[config.mk]
export PLATFORM = sky130hd
export DESIGN_NAME = k2uv_adiff
export DESIGN_NICKNAME = d
export VERILOG_FILES = /design/src/hw/rtl/k2uv_pkg.sv /design/src/hw/rtl/k2uv_adiff.sv
export SDC_FILE = /design/constraint.sdc
export NUM_CORES = 1
export LEC_CHECK = 0
export BUFFER_PORTS_ARGS = -buffer_cell sky130_fd_sc_hd__buf_4
export CORE_ASPECT_RATIO = 1.2
export CORE_MARGIN = 2
export CORE_UTILIZATION = 23
export CTS_CLUSTER_SIZE = 14
export DETAILED_ROUTE_END_ITERATION = 16
export GPL_TIMING_DRIVEN = 0
export MAX_ROUTING_LAYER = met4
export PLACE_DENSITY_LB_ADDON = 0.05
export SETUP_SLACK_MARGIN = 0.15
export SLEW_MARGIN = 30
export SYNTH_ARGS = -nofsm -noshare
export SYNTH_HDL_FRONTEND = slang
export SYNTH_SLANG_ARGS = --single-unit
[constraint.sdc]
create_clock -name i_clk -period 4.5 [get_ports i_clk]
set_clock_uncertainty 0.2 [all_clocks]
set_input_delay 0.45 -clock i_clk [delete_from_list [all_inputs] [get_ports i_clk]]
set_output_delay 0.45 -clock i_clk [all_outputs]
set_load 0.01 [all_outputs]
[src/hw/rtl/k2uv_pkg.sv]
// ----------------------------------------------------------------------------
// k2uv_pkg
// Constants shared by the kelvin to (u, v) locus pipeline: polynomial
// coefficients in units of 1e-16, the temperature range and the data widths.
// ----------------------------------------------------------------------------
package k2uv_pkg;

    // Default fraction widths of the results
    localparam int K2UV_UV_FRAC_BITS    = 24;
    localparam int K2UV_SLOPE_FRAC_BITS = 40;

    // Field widths
    localparam int K2UV_T_W     = 14;
    localparam int K2UV_UV_W    = 24;
    localparam int K2UV_SLOPE_W = 32;
    localparam int K2UV_POLY_W  = 64;
    localparam int K2UV_PROD_W  = 128;

    // Valid temperature range
    localparam logic [K2UV_T_W-1:0] K2UV_T_MIN = 14'd1000;
    localparam logic [K2UV_T_W-1:0] K2UV_T_MAX = 14'd15000;

    // Polynomial slots
    localparam int K2UV_UN = 0;
    localparam int K2UV_UD = 1;
    localparam int K2UV_VN = 2;
    localparam int K2UV_VD = 3;

    // Coefficients of c2*T^2 + c1*T + c0, scaled by 1e16
    localparam logic [63:0] K2UV_C2 [4] = '{
        64'd1286412120, 64'd7081451630, 64'd420481691, 64'd1614560530
    };
    localparam logic [63:0] K2UV_C1 [4] = '{
        64'd1541182540000, 64'd8424202350000, 64'd422806245000, 64'd289741816000
    };
    // The linear term of the v denominator is subtracted
    localparam logic [3:0] K2UV_C1_NEG = 4'b1000;
    localparam logic [63:0] K2UV_C0 [4] = '{
        64'd8601177570000000, 64'd10000000000000000,
        64'd3173987260000000, 64'd10000000000000000
    };

    // Saturation limits
    localparam logic [63:0] K2UV_UV_MAX    = 64'hFF_FFFF;
    localparam logic [63:0] K2UV_SLOPE_POS = 64'h7FFF_FFFF;
    localparam logic [63:0] K2UV_SLOPE_NEG = 64'h8000_0000;

endpackage

[src/hw/rtl/k2uv_adiff.sv]
// ----------------------------------------------------------------------------
// k2uv_adiff
// Quotient-rule numerator: magnitude and sign of a - b in two stages, with
// the denominator square carried alongside.
// ----------------------------------------------------------------------------
module k2uv_adiff (
    input  logic                                i_clk,
    input  logic                                i_rst_n,
    input  logic                                i_en,
    input  logic                                i_valid,
    input  logic [k2uv_pkg::K2UV_PROD_W-1:0]    i_a,
    input  logic [k2uv_pkg::K2UV_PROD_W-1:0]    i_b,
    input  logic [k2uv_pkg::K2UV_PROD_W-1:0]    i_den,
    output logic                                o_valid,
    output logic                                o_neg,
    output logic [k2uv_pkg::K2UV_PROD_W-1:0]    o_mag,
    output logic [k2uv_pkg::K2UV_PROD_W-1:0]    o_den
);
    import k2uv_pkg::*;

    logic [1:0]             r_vld;
    logic [K2UV_PROD_W:0]   r_diff;
    logic [K2UV_PROD_W-1:0] r_den1, r_den2, r_mag;
    logic                   r_neg;

    // Advance the valid bits
    always_ff @(posedge i_clk) begin
        if (!i_rst_n) begin
            r_vld <= '0;
        end else if (i_en) begin
            r_vld <= {r_vld[0], i_valid};
        end
    end

    // Subtract, then fold to magnitude
    always_ff @(posedge i_clk) begin
        if (i_en) begin
            r_diff <= {1'b0, i_a} - {1'b0, i_b};
            r_den1 <= i_den;
            r_neg  <= r_diff[K2UV_PROD_W];
            r_mag  <= r_diff[K2UV_PROD_W] ? (~r_diff[K2UV_PROD_W-1:0] + 1'b1)
                                          : r_diff[K2UV_PROD_W-1:0];
            r_den2 <= r_den1;
        end
    end

    assign o_valid = r_vld[1];
    assign o_neg   = r_neg;
    assign o_mag   = r_mag;
    assign o_den   = r_den2;

endmodule

==> reports/metrics.cfg <==
[run_status]
outcome = finished, final reports clean

[floorplanning]
ios = 646
die_y_um = 381.3
dieArea_um2 = 121400
initial_core_util_pct = 23.16
die_w_um = 318.4
core.rowCount = 138
core_um2 = 117800

[final_layout]
fin_nets = 3799
n_fill_cell = 12230
drive_gt1_share_pct = 26.01
fin_area_um2 = 38070
syn_to_final_growth_pct = 39.58
layout.cells.non_filler = 4874
final_util_pct = 32.33

[placed_design]
postPlaceCellArea_um2 = 34270
place_inst = 4600
place_hpwl_um = 85440
io_buffers = 645
place.gp.congestion = 0.9146

[synthesis]
synth_fp_nets = 2924
synth_area_leader_cell = edfxtp_1
synth_warnings = 0
netlist_top_cells_area = edfxtp_1, xnor2_1, ha_1
avgSynthCellArea_um2 = 11.34
async_flop_share_pct = 0
syn_area_um2 = 27280
syn_inst = 2406
synth_edf_count = 514
yosysTopAreaCellShare_pct = 56.58
synth.distinct_cells = 73
synth_seq_cells = 516
synth.yosys.seq_area_share_pct = 56.73
synth_ff_type = edfxtp_1

[setup_path]
r2r_cells = 11
r2r_start = r_diff[60]$_DFFE_PP_
r2r-end = o_mag[126]$_DFFE_PP_
crit_slowest_cell = or2_2
critPathCaptureType = flip-flop
crit_arrival_ns = 4.53
cp_common_cell = buf_4
max_stage_delay_ns = 0.38
path_class = input port to flip-flop
worstSetupStartpoint = i_a[29]
ff2ff_setup_slack_ns = 0.29
crit_path_start_kind = input port
crit_fanout = 7
cp.required_ns = 4.74
path_cells = buf_4 -> ha_1 -> clkbuf_1 -> nand4_1 -> or2_2 -> nor2_2 -> o211ai_1 -> buf_4 -> a2111oi_2 -> buf_2 -> o21ai_1 -> o211ai_1 -> buf_4 -> o21a_1 -> a31oi_1 -> o31ai_2 -> xor2_1

[drt]
drt-total-wl_um = 106300
detail_route.first_pass.iterations = 6
drtIter0Drc = 1527
route.detailed.drc = 0
wl_per_cell_um = 21.81
antenna_left = 0
vias_per_cell = 4.567
vias = 22260

[timing]
max_freq_mhz = 233.0
finalCritPeriodShare_pct = 95.35
fin_crit_ns = 4.291
final_hold_viol_count = 0
final-max-slew-violation-count = 0
tightest_slew_ns = 0.9556
rsz0062_at_grt = true
setup-tns-final_ns = 0
slew-limit-headroom_pct = 36.30
setup_violations = 0

[clock_network]
cts_tree = yes
numCtsBuffers = 58
clk_pin_slew_ns = 0.06
cts.path.max_buffers = 3
cts_max_level = 2
root_buffer = clkbuf_16
insertion_delay_ns = 0.63
cts_num_sinks = 516

[pwr]
switching_share_pct = 29.62
power.switching_w = 0.004349
pwr-share-comb_pct = 22.2
p_leak_nw = 15.07
irDropWorstVdd_mv = 0.2912
power.total_w = 0.01468
intPower_w = 0.01033
p_per_area_nw_per_um2 = 385.6
p_seq_share_pct = 44.5
p_clk_share_pct = 33.3

[global_route]
grt_max_degree = 87
grt-ovfl-total = 0
grt_pass1_wl_um = 152800
track_usage_pct = 17.31
antenna_found_initial = 4
first_global_vias = 22720

[min_path]
holdPathStages = 1
min_from = i_en
min_to = r_den1[93]$_DFFE_PP_
hold_path.class = input port to flip-flop

[flow_run]
cap_violations = 0

[worst max-delay path: cells and delay by family]
family | cells | cell delay (ns)
xor gates and xnor gates | 1 | 0.25
AOI/OAI and AO/OA | 7 | 1.72
adders and majority gates | 1 | 0.27
buffers and inverters | 5 | 0.98
and+or+nand+nor | 3 | 0.83
[final cells by class]
type                       count  area, um^2  share of cell area [%]
timing repair buffer         815        6576                   17.27
clock inverter                44       456.7                   1.199
tap                         1540        1927                   5.061
buffer                        78       299.0                  0.7854
antenna                        5       12.51                 0.03286
multi-input combinational   1629       11170                   29.33
sequential                   516       15470                   40.64
clock buffer                  64        1474                   3.871
inverter                     183       686.9                   1.804
[registers in the layout (all words and copies together), names as in the netlist]
name and cells:
o_neg 1, r_den1 128, o_mag 128, r_vld 2, r_diff 129, o_den 128
[Yosys cell counts (5+ instances only)]
cell      number
edfxtp_1     514
xnor2_1      200
a21oi_1      196
nand2_1      196
inv_1        183
o21ai_0      157
ha_1         129
nor2_1       125
clkbuf_1      73
a21o_1        65
nand4_1       62
nor3_1        53
xor2_1        50
o31ai_1       44
nand3_1       36
o21bai_1      34
nand2b_1      27
or3_1         27
o21a_1        19
a31oi_1       16
nor4_1        16
or4_1         15
nor2b_1       14
o41ai_1       14
or2_2         14
a211oi_1      12
and2_1        11
o211ai_1       9
a21boi_0       7
and4_1         6
and3_1         5
buf_1          5
nand3b_1       5
[layer usage]
layer,GRT usage [%],part of all wire [%],up-vias
met5,-,0,-
met4,5.468,3.0,0
met3,4.088,6.8,128
met2,28.28,47,780
met1,21.09,43,10720
li1,-,-,10630
[metrics by stage]
step / hold WS [ns] / setup slack (ns)
6_report: 0.05601 / 0.2090
5_1_grt: 0.03604 / 0.05318
4_1_cts: 0.007258 / 0.1188
3_5_place_dp: 0.2045 / -1.459
3_3_place_gp: 0.2002 / -2.424
2_1_floorplan: 0.2003 / 0.5596
[power by group through the flow]
stage               logic, W  registers, W  clock network, W
global placement     0.00313       0.00668                 0
global route         0.00357       0.00659           0.00523
detailed placement   0.00315       0.00664                 0
CTS                  0.00330       0.00655           0.00507
finish               0.00326       0.00654           0.00488
floorplan            0.00142       0.00657                 0
[what timing repair did]
item                                   in CTS  in global routing
endpoints found under the hold margin     131                  0
setup endpoints to repair                  59                 38
pin swaps                                  11                 15
hold buffers                              131                  0
buffers inserted                           15                 15
gates resized for setup                    45                 26
[cell families (layout without fill, tap and decap cells)]
logic type / after synthesis / in the layout / synth area share, %
muxes: 3 / 3 / 0.1101
xor gates and xnor gates: 250 / 250 / 8.027
DFF: 516 / 516 / 56.73
adders and majority gates: 130 / 130 / 5.991
and+or+nand+nor: 627 / 627 / 11.42
AOI/OAI and AO/OA: 619 / 619 / 14.13
other: 0 / 5 / 0
buffers and inverters: 261 / 1184 / 3.592
[worst max-delay path by stage]
| stage | cells after the start | slack [ns] | end |
|---|---|---|---|
| after floorplan | 15 | 0.56 | r_diff[81]$_DFFE_PP_ |
| after global placement | 15 | -2.42 | r_diff[121]$_DFFE_PP_ |
| after detailed placement | 15 | -1.46 | r_diff[120]$_DFFE_PP_ |
| after CTS | 17 | 0.12 | r_diff[122]$_DFFE_PP_ |
| after global routing | 17 | 0.05 | r_diff[122]$_DFFE_PP_ |
| final | 17 | 0.21 | r_diff[125]$_DFFE_PP_ |
[layout by cell type (no fill, tap or decap), types with 34 or more instances in the layout]
| cell | n |
|---|---|
| a21o_1 | 65 |
| ha_1 | 129 |
| nor2_1 | 123 |
| clkbuf_1 | 75 |
| inv_1 | 183 |
| o21ai_0 | 149 |
| nand2_1 | 194 |
| xnor2_1 | 200 |
| nor3_1 | 44 |
| o31ai_1 | 39 |
| a21oi_1 | 194 |
| nand4_1 | 62 |
| clkbuf_16 | 58 |
| buf_4 | 673 |
| xor2_1 | 50 |
| dlygate4sd3_1 | 131 |
| o21bai_1 | 34 |
| edfxtp_1 | 514 |
No activity file was read; power rests on OpenSTA's default activity.
